### src/hdl/swcd_pkg.sv
`timescale 1ns / 1ps

package swcd_pkg;

  localparam int unsigned NUM_WORDS = 6;
  localparam int unsigned WORD_IDX_W = $clog2(NUM_WORDS + 1);

  localparam logic [7:0] CRC_POLY = 8'h31;
  localparam logic [7:0] CRC_INIT = 8'hFF;

  localparam logic [4:0] MEAS_BYTES = 5'd9;
  localparam logic [4:0] INFO_BYTES = 5'd18;

  localparam logic KIND_MEAS = 1'b0;
  localparam logic KIND_INFO = 1'b1;

  // floor(x / 500) = (x * 67109) >> 25 and floor(x / 200) = (x * 83887) >> 24,
  // both exact over the whole 16-bit input range
  localparam logic [16:0] FLOW_RECIP = 17'd67109;
  localparam int unsigned FLOW_SHIFT = 25;
  localparam logic [16:0] TEMP_RECIP = 17'd83887;
  localparam int unsigned TEMP_SHIFT = 24;

  typedef struct packed {
    logic        status;
    logic [15:0] flow_raw;
    logic [7:0]  flow_scaled;
    logic [15:0] temp_raw;
    logic [8:0]  temp_scaled;
    logic [15:0] signal_flags;
    logic [31:0] product_number;
    logic [63:0] serial_number;
  } res_t;

  function automatic logic [7:0] crc8_fold(input logic [7:0] crc, input logic [7:0] data);
    logic [7:0] c;
    c = crc ^ data;
    for (int k = 0; k < 8; k++) begin
      if (c[7]) begin
        c = {c[6:0], 1'b0} ^ CRC_POLY;
      end else begin
        c = {c[6:0], 1'b0};
      end
    end
    return c;
  endfunction

  function automatic logic [7:0] div_flow(input logic [15:0] x);
    logic [32:0] prod;
    prod = {17'd0, x} * {16'd0, FLOW_RECIP};
    return prod[FLOW_SHIFT +: 8];
  endfunction

  function automatic logic [8:0] div_temp(input logic [15:0] x);
    logic [32:0] prod;
    prod = {17'd0, x} * {16'd0, TEMP_RECIP};
    return prod[TEMP_SHIFT +: 9];
  endfunction

endpackage

### src/hdl/swcd_deframe.sv
`timescale 1ns / 1ps

module swcd_deframe import swcd_pkg::*; (
  input  logic       clk,
  input  logic       rst_n,
  input  logic       cfg_we,
  input  logic       cfg_wdata,
  input  logic       in_fire,
  input  logic [7:0] in_rx_byte,
  input  logic       in_frame_start,
  output logic       res_valid,
  output res_t       res
);

  localparam logic [1:0] PH_HI  = 2'd0;
  localparam logic [1:0] PH_LO  = 2'd1;
  localparam logic [1:0] PH_CRC = 2'd2;

  logic                  kind_r;
  logic [4:0]            pos_r, pos_nxt;
  logic [WORD_IDX_W-1:0] word_r, word_nxt;
  logic [1:0]            phase_r, phase_nxt;
  logic [7:0]            crc_r, crc_nxt;
  logic                  fail_r, fail_nxt;
  logic [7:0]            hi_r [NUM_WORDS];
  logic [7:0]            lo_r [NUM_WORDS];

  logic [4:0]            eff_pos;
  logic [WORD_IDX_W-1:0] eff_word;
  logic [1:0]            eff_phase;
  logic [7:0]            eff_crc;
  logic                  eff_fail;
  logic [4:0]            frame_len;
  logic                  active;
  logic                  last;
  logic [15:0]           w0, w1, w2, w3, w4, w5;

  // a start byte restarts the frame before it is processed
  always_comb begin
    eff_pos   = in_frame_start ? 5'd0 : pos_r;
    eff_word  = in_frame_start ? '0 : word_r;
    eff_phase = in_frame_start ? PH_HI : phase_r;
    eff_crc   = in_frame_start ? CRC_INIT : crc_r;
    eff_fail  = in_frame_start ? 1'b0 : fail_r;
    frame_len = (kind_r == KIND_INFO) ? INFO_BYTES : MEAS_BYTES;
    active    = eff_pos < frame_len;
    last      = active && ((eff_pos + 5'd1) == frame_len);
  end

  always_comb begin
    pos_nxt   = pos_r;
    word_nxt  = word_r;
    phase_nxt = phase_r;
    crc_nxt   = crc_r;
    fail_nxt  = fail_r;
    if (in_fire) begin
      pos_nxt   = eff_pos;
      word_nxt  = eff_word;
      phase_nxt = eff_phase;
      crc_nxt   = eff_crc;
      fail_nxt  = eff_fail;
      if (active) begin
        pos_nxt = eff_pos + 5'd1;
        case (eff_phase)
          PH_HI, PH_LO: begin
            crc_nxt   = crc8_fold(eff_crc, in_rx_byte);
            phase_nxt = eff_phase + 2'd1;
          end
          PH_CRC: begin
            fail_nxt  = eff_fail | (eff_crc != in_rx_byte);
            crc_nxt   = CRC_INIT;
            phase_nxt = PH_HI;
            word_nxt  = eff_word + WORD_IDX_W'(1);
          end
          default: begin
            phase_nxt = PH_HI;
          end
        endcase
      end
    end
  end

  always_ff @(posedge clk) begin
    if (!rst_n) begin
      kind_r  <= KIND_MEAS;
      pos_r   <= '0;
      word_r  <= '0;
      phase_r <= PH_HI;
      crc_r   <= CRC_INIT;
      fail_r  <= 1'b0;
    end else begin
      if (cfg_we) begin
        kind_r <= cfg_wdata;
      end
      pos_r   <= pos_nxt;
      word_r  <= word_nxt;
      phase_r <= phase_nxt;
      crc_r   <= crc_nxt;
      fail_r  <= fail_nxt;
    end
  end

  always_ff @(posedge clk) begin
    if (in_fire && active && (eff_phase == PH_HI)) begin
      hi_r[eff_word] <= in_rx_byte;
    end
    if (in_fire && active && (eff_phase == PH_LO)) begin
      lo_r[eff_word] <= in_rx_byte;
    end
  end

  // every data byte of the frame is stored by the time its last (CRC) byte arrives
  assign w0 = {hi_r[0], lo_r[0]};
  assign w1 = {hi_r[1], lo_r[1]};
  assign w2 = {hi_r[2], lo_r[2]};
  assign w3 = {hi_r[3], lo_r[3]};
  assign w4 = {hi_r[4], lo_r[4]};
  assign w5 = {hi_r[5], lo_r[5]};

  assign res_valid = in_fire && last;

  always_comb begin
    res        = '0;
    res.status = eff_fail | (eff_crc != in_rx_byte);
    if (kind_r == KIND_MEAS) begin
      res.flow_raw     = w0;
      res.flow_scaled  = div_flow(w0);
      res.temp_raw     = w1;
      res.temp_scaled  = div_temp(w1);
      res.signal_flags = w2;
    end else begin
      res.product_number = {w0, w1};
      res.serial_number  = {w2, w3, w4, w5};
    end
  end

endmodule

### src/hdl/swcd_out_buf.sv
`timescale 1ns / 1ps

module swcd_out_buf import swcd_pkg::*; (
  input  logic clk,
  input  logic rst_n,
  input  logic res_valid,
  input  res_t res,
  output logic space_ok,
  output logic out_valid,
  input  logic out_ready,
  output res_t out_res
);

  logic main_valid_r;
  logic skid_valid_r;
  res_t main_r;
  res_t skid_r;
  logic take;

  assign take      = main_valid_r && out_ready;
  assign space_ok  = !skid_valid_r;
  assign out_valid = main_valid_r;
  assign out_res   = main_r;

  always_ff @(posedge clk) begin
    if (!rst_n) begin
      main_valid_r <= 1'b0;
      skid_valid_r <= 1'b0;
    end else if (skid_valid_r) begin
      // no new result can arrive while the skid slot is full
      if (take) begin
        skid_valid_r <= 1'b0;
      end
    end else if (res_valid) begin
      if (main_valid_r && !take) begin
        skid_valid_r <= 1'b1;
      end else begin
        main_valid_r <= 1'b1;
      end
    end else if (take) begin
      main_valid_r <= 1'b0;
    end
  end

  always_ff @(posedge clk) begin
    if (skid_valid_r) begin
      if (take) begin
        main_r <= skid_r;
      end
    end else if (res_valid) begin
      if (main_valid_r && !take) begin
        skid_r <= res;
      end else begin
        main_r <= res;
      end
    end
  end

endmodule

### src/hdl/sensor_word_crc_deframer_top.sv
`timescale 1ns / 1ps

// Sensor reply deframer. Bytes of a reply arrive one per transfer as a run of
// [MSB][LSB][CRC] triplets; each triplet is checked with CRC-8 (poly 0x31,
// init 0xFF, restarted per word). cfg_wdata (with cfg_we) selects a measurement frame
// (0: 3 words, 9 bytes) or an info frame (1: 6 words, 18 bytes); write it only
// while the block is idle. in_frame_start marks the first byte of a frame and
// drops any frame in progress. One result transfer follows the last byte of a
// frame, carrying status (1 if any word CRC mismatched) and either the
// measurement fields (flow, flow/500, temperature, temperature/200, flags) or
// the info fields (32-bit product number, 64-bit serial number); the fields
// of the other kind read zero. Bytes past the end of a frame are dropped until
// the next frame start. Throughput is one byte per clock while in_ready is
// high: CRC folding and word capture finish in the accepting cycle, and the
// result is registered as its last byte transfers. A two-slot output buffer
// lets input continue while a result waits; in_ready falls only when both
// slots hold results, which takes a stalled output across two whole frames.

module sensor_word_crc_deframer_top import swcd_pkg::*; (
  input  logic        clk,
  input  logic        rst_n,
  input  logic        cfg_we,
  input  logic        cfg_wdata,
  input  logic        in_valid,
  output logic        in_ready,
  input  logic [7:0]  in_rx_byte,
  input  logic        in_frame_start,
  output logic        out_valid,
  input  logic        out_ready,
  output logic        out_status,
  output logic [15:0] out_flow_raw,
  output logic [7:0]  out_flow_scaled,
  output logic [15:0] out_temp_raw,
  output logic [8:0]  out_temp_scaled,
  output logic [15:0] out_signal_flags,
  output logic [31:0] out_product_number,
  output logic [63:0] out_serial_number
);

  logic in_fire;
  logic res_valid;
  res_t res;
  res_t out_res;

  // accept a byte whenever the output buffer has a free slot
  assign in_fire = in_valid && in_ready;

  swcd_deframe u_deframe (
    .clk            (clk),
    .rst_n          (rst_n),
    .cfg_we         (cfg_we),
    .cfg_wdata      (cfg_wdata),
    .in_fire        (in_fire),
    .in_rx_byte     (in_rx_byte),
    .in_frame_start (in_frame_start),
    .res_valid      (res_valid),
    .res            (res)
  );

  // hold finished results here so the byte stream keeps moving
  swcd_out_buf u_out_buf (
    .clk       (clk),
    .rst_n     (rst_n),
    .res_valid (res_valid),
    .res       (res),
    .space_ok  (in_ready),
    .out_valid (out_valid),
    .out_ready (out_ready),
    .out_res   (out_res)
  );

  assign out_status         = out_res.status;
  assign out_flow_raw       = out_res.flow_raw;
  assign out_flow_scaled    = out_res.flow_scaled;
  assign out_temp_raw       = out_res.temp_raw;
  assign out_temp_scaled    = out_res.temp_scaled;
  assign out_signal_flags   = out_res.signal_flags;
  assign out_product_number = out_res.product_number;
  assign out_serial_number  = out_res.serial_number;

endmodule

### config.mk
export PLATFORM = sky130hd
export DESIGN_NAME = sensor_word_crc_deframer_top
export DESIGN_NICKNAME = d
export VERILOG_FILES = /design/src/hdl/swcd_pkg.sv /design/src/hdl/swcd_deframe.sv /design/src/hdl/swcd_out_buf.sv /design/src/hdl/sensor_word_crc_deframer_top.sv
export SDC_FILE = /design/constraint.sdc
export NUM_CORES = 1
export LEC_CHECK = 0
export BUFFER_PORTS_ARGS = -buffer_cell sky130_fd_sc_hd__buf_2
export CORE_UTILIZATION = 45
export DETAILED_ROUTE_END_ITERATION = 7
export GPL_TIMING_DRIVEN = 1
export PLACE_DENSITY = 0.62
export SLEW_MARGIN = 10
export SYNTH_ARGS = -nofsm -noshare
export SYNTH_HDL_FRONTEND = slang
export SYNTH_HIERARCHICAL = 1
export SYNTH_SLANG_ARGS = --single-unit
export TNS_END_PERCENT = 20
### constraint.sdc
create_clock -name clk -period 14.4 [get_ports clk]
set_input_delay 0.72 -clock clk [delete_from_list [all_inputs] [get_ports clk]]
set_output_delay 0.72 -clock clk [all_outputs]
set_load 0.1 [all_outputs]
---- After elaboration in Yosys (flattened, before gate mapping) ----
Memory sizes are Yosys's and may differ from the RTL's.
Cells that the tools add are included.
word-level totals
  output and inout bits ................... 164
  latch bits .............................. 0
  memories ................................ 2
  ROM bits ................................ 0
  RAM bits ................................ 96
  register bits ........................... 346
memories
  name            depth  bits a word  rd ports  clocked after Yosys merged registers in  write ports  line                RTL
  u_deframe.hi_r  6      8            6         0                                        1            swcd_deframe.sv:25  logic [7:0] hi_r [NUM_WORDS];
  u_deframe.lo_r  6      8            6         0                                        1            swcd_deframe.sv:26  logic [7:0] lo_r [NUM_WORDS];
operators by class
  muxes and demuxes ....................... 61
  multiply operators ...................... 2
  divide/modulo/power cells ............... 0
  magnitude comparators ................... 1
  bitwise gates (word level) .............. 11
  shifts and indexed selects .............. 0
  add/subtract/negate cells ............... 3
  eq/ne operators ......................... 7
  reduce and logical (&&, ||, !) cells .... 17
operator list
  kind                    count
  $mux 162                4
  $mux 8                  23
  $mux 96                 1
  $mul 16x17->33 const B  2
  $mux 65                 1
  $mux 6                  8
  $not 3->3               8
  $pmux 8 s2              1
  $mux 5                  3
  $mux 1                  14
  $mux 3                  3
  $reduce_and 3->1        3
  $logic_and 1x1->1       8
  $ne 8x8->1              1
  $xor 8x8->8             1
  $mux 2                  3
  $add 5x1->5 const B     1
  $eq 5x5->1              1
  $lt 5x5->1              1
  $ne 2x2->1 const B      2
  $reduce_bool 2->1       2
  $add 3x1->3 const B     1
  $add 2x1->2 const B     1
  $eq 2x1->1 const B      1
  7 further kinds         8

---- Logic depth before layout (Yosys ltp) ----
  depth after elaboration ................. 41
  depth in mapped cells ................... 22
  gate-level depth less buffers ........... 22

---- Cells and area by module ----
The synthesis kept the hierarchy.
modules (own cells, without submodules)
  module                        area each (um^2)  cells an instance  instances
  swcd_deframe                  13250.2           1264               1
  swcd_out_buf                  12245.5           519                1
  sensor_word_crc_deframer_top  6.3               1                  1

---- Least setup slack after synthesis ----
No wires, ideal clock.
  kind .................................... input-to-reg
  start point ............................. input in_frame_start
  end point ............................... register u_out_buf.main_r (netlist bit u_out_buf/out_res[0]) (enable)
  path buffers ............................ 3
  stages on the path ...................... 13
  setup time .............................. 0.738 ns
  slack ................................... 3.111 ns
  required time ........................... 13.662 ns
  arrival ................................. 10.551 ns
  path through ............................ buf_2 > clkbuf_1 > nor2b_1 > ha_1 > nor2b_1 > o31ai_2 > nand2b_1 > a21oi_2 > and2_1 > buf_6 > o211a_1 > mux2i_1 > a21oi_1
between the ends
  longest elaborated chain between the ends .. 7
  elaborated cells on any way between the ends .. 8
  classes of those cells .................. 1 x add/sub; 1 x order compare; 1 x eq/ne; 1 x mux; 4 x reduce/logical
RTL lines
  element                                 line                                RTL
  start, declared                         sensor_word_crc_deframer_top.sv:27  input logic in_frame_start,
  $mux 5 (*)                              swcd_deframe.sv:40                  eff_pos = in_frame_start ? 5'd0 : pos_r;
  $add 5x1->5                             swcd_deframe.sv:47                  last = active && ((eff_pos + 5'd1) == frame_len);
  $eq 5x5->1                              swcd_deframe.sv:47
  $logic_and 1x1->1 (*)                   swcd_deframe.sv:47
  $logic_and 1x1->1 (*)                   swcd_deframe.sv:120                 assign res_valid = in_fire && last;
  named net res_valid                     sensor_word_crc_deframer_top.sv:41  logic res_valid;
  $reduce_bool 2->1 (no source line) (*)  n/a
  $reduce_and 3->1 (no source line) (*)   n/a
  end signal, assigned                    swcd_out_buf.sv:48                  main_r <= skid_r;
  end signal, assigned                    swcd_out_buf.sv:54                  main_r <= res;
  end, declared                           swcd_out_buf.sv:16                  res_t main_r;
The timed path passes the listed nets; every way through them passes the cells marked *.
A chain may end at the register's enable or synchronous reset.

==> impl_metrics.tcl <==
set metrics [dict create \
    die_h_um 240 \
    endpoint_kind "register" \
    cp_top_family "adder cells" \
    tns_ps 0 \
    clkTransAtPathRegs_ps 60 \
    dp.cells 2678 \
    leakage_nw 12.2 \
    fin_crit_sh 0.454 \
    path_common_cell "fa_1" \
    rsz0062_at_grt "no" \
    path_max_fanout 7 \
    syn_area_per_cell_um2 14.3 \
    crit_chain "fa_1 > inv_1 > fa_1 > inv_1 > fa_1 > fa_1 > fa_1 > inv_1 > fa_1 > inv_1 > ha_1 > a21oi_1 > o21ai_0 > a221oi_1 > a31oi_1 > or2_1 > o41ai_1 > xor2_1 > nor2_1 > mux2_4" \
    drive_above_1_share 0.224 \
    rows 86 \
    n_fill_cell 4723 \
    grt.total_usage 0.192 \
    ys_types 67 \
    critPathKind "register to register" \
    routed_wirelength_um 53800 \
    hold_viol_final 0 \
    cts.repair.resized 0 \
    synthDominantCellAreaShare 0.495 \
    grt_max_degree 111 \
    synth_nets 2204 \
    synth_seq_area_share 0.512 \
    syn_inst 1784 \
    synth_most_common_cell "edfxtp_1" \
    ir_worst_vdd_v 0.0000961 \
    seq_area_um2 13100 \
    wire_per_inst_um 19.5 \
    grt_overflow 0 \
    holdCritPathClass "input port to register" \
    yosysTopAreaCell "edfxtp_1" \
    ant_nets 0 \
    antenna_found_initial 0 \
    cts_hold_buf 0 \
    drv_slew 0 \
    dr.pass1.iters 4 \
    clock_latency_ps 600 \
    netlist_top_cells_area "edfxtp_1, ha_1, fa_1" \
    setup_viol 0 \
    cp.arrival_ps 6870 \
    outcome "finished, final reports clean" \
    cts_buffers 46 \
    p_total_mw 3.01 \
    initial_core_util 0.459 \
    num_io_pins 179 \
    nets 2398 \
    port_buffers 178 \
    ys_ff_latch 442 \
    fin_ws_ps 7870 \
    cts_root_buf "clkbuf_16" \
    syn-cell-area_um2 25500 \
    viasPerCell 5.10 \
    first_iter_violations 715 \
    yosys_warnings 6 \
    cp-start-kind "register" \
    htree_levels 2 \
    gp_congestion 0.913 \
    post-place-ws_ps 7840 \
    fmax_ghz 0.153 \
    async_flop_share 0 \
    cp_slowest_stage_delay_ps 640 \
    cp.required_ps 14740 \
    relSlewSlack 0.188 \
    clockBufferDepth 3 \
    critPathSlowestCell "fa_1" \
    synth_edf_count 420 \
    crit_buf_inv 4 \
    dp_hpwl_um 37700 \
    cts_setup_buffers 0 \
    first_global_vias 14500 \
    via_count 14100 \
    die_x_um 240 \
    maxCapViolCount 0 \
    yosys_most_used_dff "edfxtp_1" \
    synthTopCellsByCount "edfxtp_1, ha_1, inv_1, fa_1, mux2_4" \
    fp.dieArea_um2 57600 \
    worst_slew_pin_slew_ps 1210 \
    power_density_nw_per_um2 105 \
    cts_tree "yes" \
    core-area_um2 55500 \
    grt_pass1_wl_um 83600 \
    multiInputGateArea_um2 11200 \
    area_delta_synth_final_pct 12.4 \
    drc_errors 0 \
    fin_cells 2765 \
    clock_skew_ps 16.3 \
    numClockSinks 442 \
    period_minus_slack_ps 6530 \
]
==> per-layer routing <==
metal | track usage | vias up | part of all wire
met1 | 0.265 | 7095 | 0.46
met4 | 0.0434 | 0 | 0.017
met5 | 0 | - | 0
met2 | 0.312 | 295 | 0.47
li1 | - | 6643 | -
met3 | 0.0355 | 56 | 0.047
==> worst paths after layout <==
path	from	end	slack [ps]	depth (start not counted)
worst max-delay path	u_deframe/hi_r[1][6]	u_out_buf/out_res[117]	7870	20
worst max register to register	u_deframe/hi_r[1][6]	u_out_buf/out_res[117]	7870	20
worst min register to register	u_deframe/crc_r[6]	u_deframe/crc_r[6]	500	2
worst min-delay path	out_ready	u_out_buf/skid_valid_r	330	2
==> cells by family (layout without fill, tap and decap cells) <==
family                   Yosys count  in the layout  synth area share
AND/OR/NAND/NOR                  301            301            0.0650
AO/OA/AOI/OAI                    121            121            0.0324
adder cells (fa/ha/maj)          405            405             0.239
buffers and inverters            313            545            0.0514
XOR/XNOR                          35             35            0.0120
other                              0              1                 0
multiplexers                     167            167            0.0887
flip-flops                       442            442             0.512
==> cell type report <==
type / count / share of cell area
Antenna cell: 1 / 0.0000873
Clock buffer: 58 / 0.0431
Clock inverter: 28 / 0.00960
Inverter: 268 / 0.0351
Multi-Input combinational cell: 1029 / 0.390
Sequential cell: 442 / 0.455
Tap cell: 748 / 0.0326
Timing Repair Buffer: 191 / 0.0345
==> through the flow <==
| step | cell area, um^2 | hold slack, ps | utilization |
|---|---|---|---|
| floorplan | 25500 | 461 | - |
| global placement | 27200 | 475 | 0.489 |
| detailed placement | 27200 | 484 | 0.489 |
| CTS | 28700 | 297 | 0.516 |
| global route | 28700 | 310 | 0.516 |
| finish | 28700 | 331 | 0.516 |
==> power by group <==
part | switching, mW | internal [mW] | leakage (nW)
Sequential | 0.0168 | 1.41 | 4.03
Clock | 0.516 | 0.656 | 0.725
Combinational | 0.215 | 0.191 | 7.43
==> registers in the layout, indices dropped and copies added, names as in the netlist <==
register	count
u_out_buf/out_res	162
u_out_buf/skid_r	162
u_deframe/hi_r	48
u_deframe/lo_r	48
u_deframe/crc_r	8
u_deframe/pos_r	5
u_deframe/word_r	3
u_deframe/phase_r	2
u_deframe/fail_r	1
u_deframe/kind_r	1
u_out_buf/out_valid	1
u_out_buf/skid_valid_r	1
==> layout by cell type (no fill, tap or decap), types with 7 or more instances in the layout <==
master | Yosys | layout
xor2_1 | 13 | 13
mux2_2 | 62 | 62
clkbuf_1 | 22 | 8
mux2_4 | 102 | 102
nor3_1 | 20 | 20
fa_1 | 136 | 136
a21oi_1 | 20 | 19
a21o_1 | 15 | 15
xnor2_1 | 22 | 22
ha_1 | 269 | 269
clkbuf_16 | 0 | 46
o22ai_1 | 7 | 7
nand2_1 | 30 | 30
clkinv_2 | 0 | 8
o21ai_0 | 22 | 22
inv_1 | 268 | 268
buf_2 | 4 | 178
nand4_1 | 8 | 8
dfxtp_1 | 22 | 20
nand3_1 | 10 | 10
nor2_1 | 63 | 63
buf_4 | 0 | 13
nor2b_1 | 50 | 50
edfxtp_1 | 420 | 420
and2_1 | 85 | 85
==> worst register-to-register path, cell delays in order (launching register included) <==
cell	delay [ps]
edfxtp_1	540
fa_1	640
inv_1	110
fa_1	510
inv_1	60
fa_1	500
fa_1	520
fa_1	550
inv_1	50
fa_1	520
inv_1	40
ha_1	300
a21oi_1	120
o21ai_0	110
a221oi_1	360
a31oi_1	190
or2_1	280
o41ai_1	350
xor2_1	180
nor2_1	80
mux2_4	290
Power figures use the tool's default switching activity.
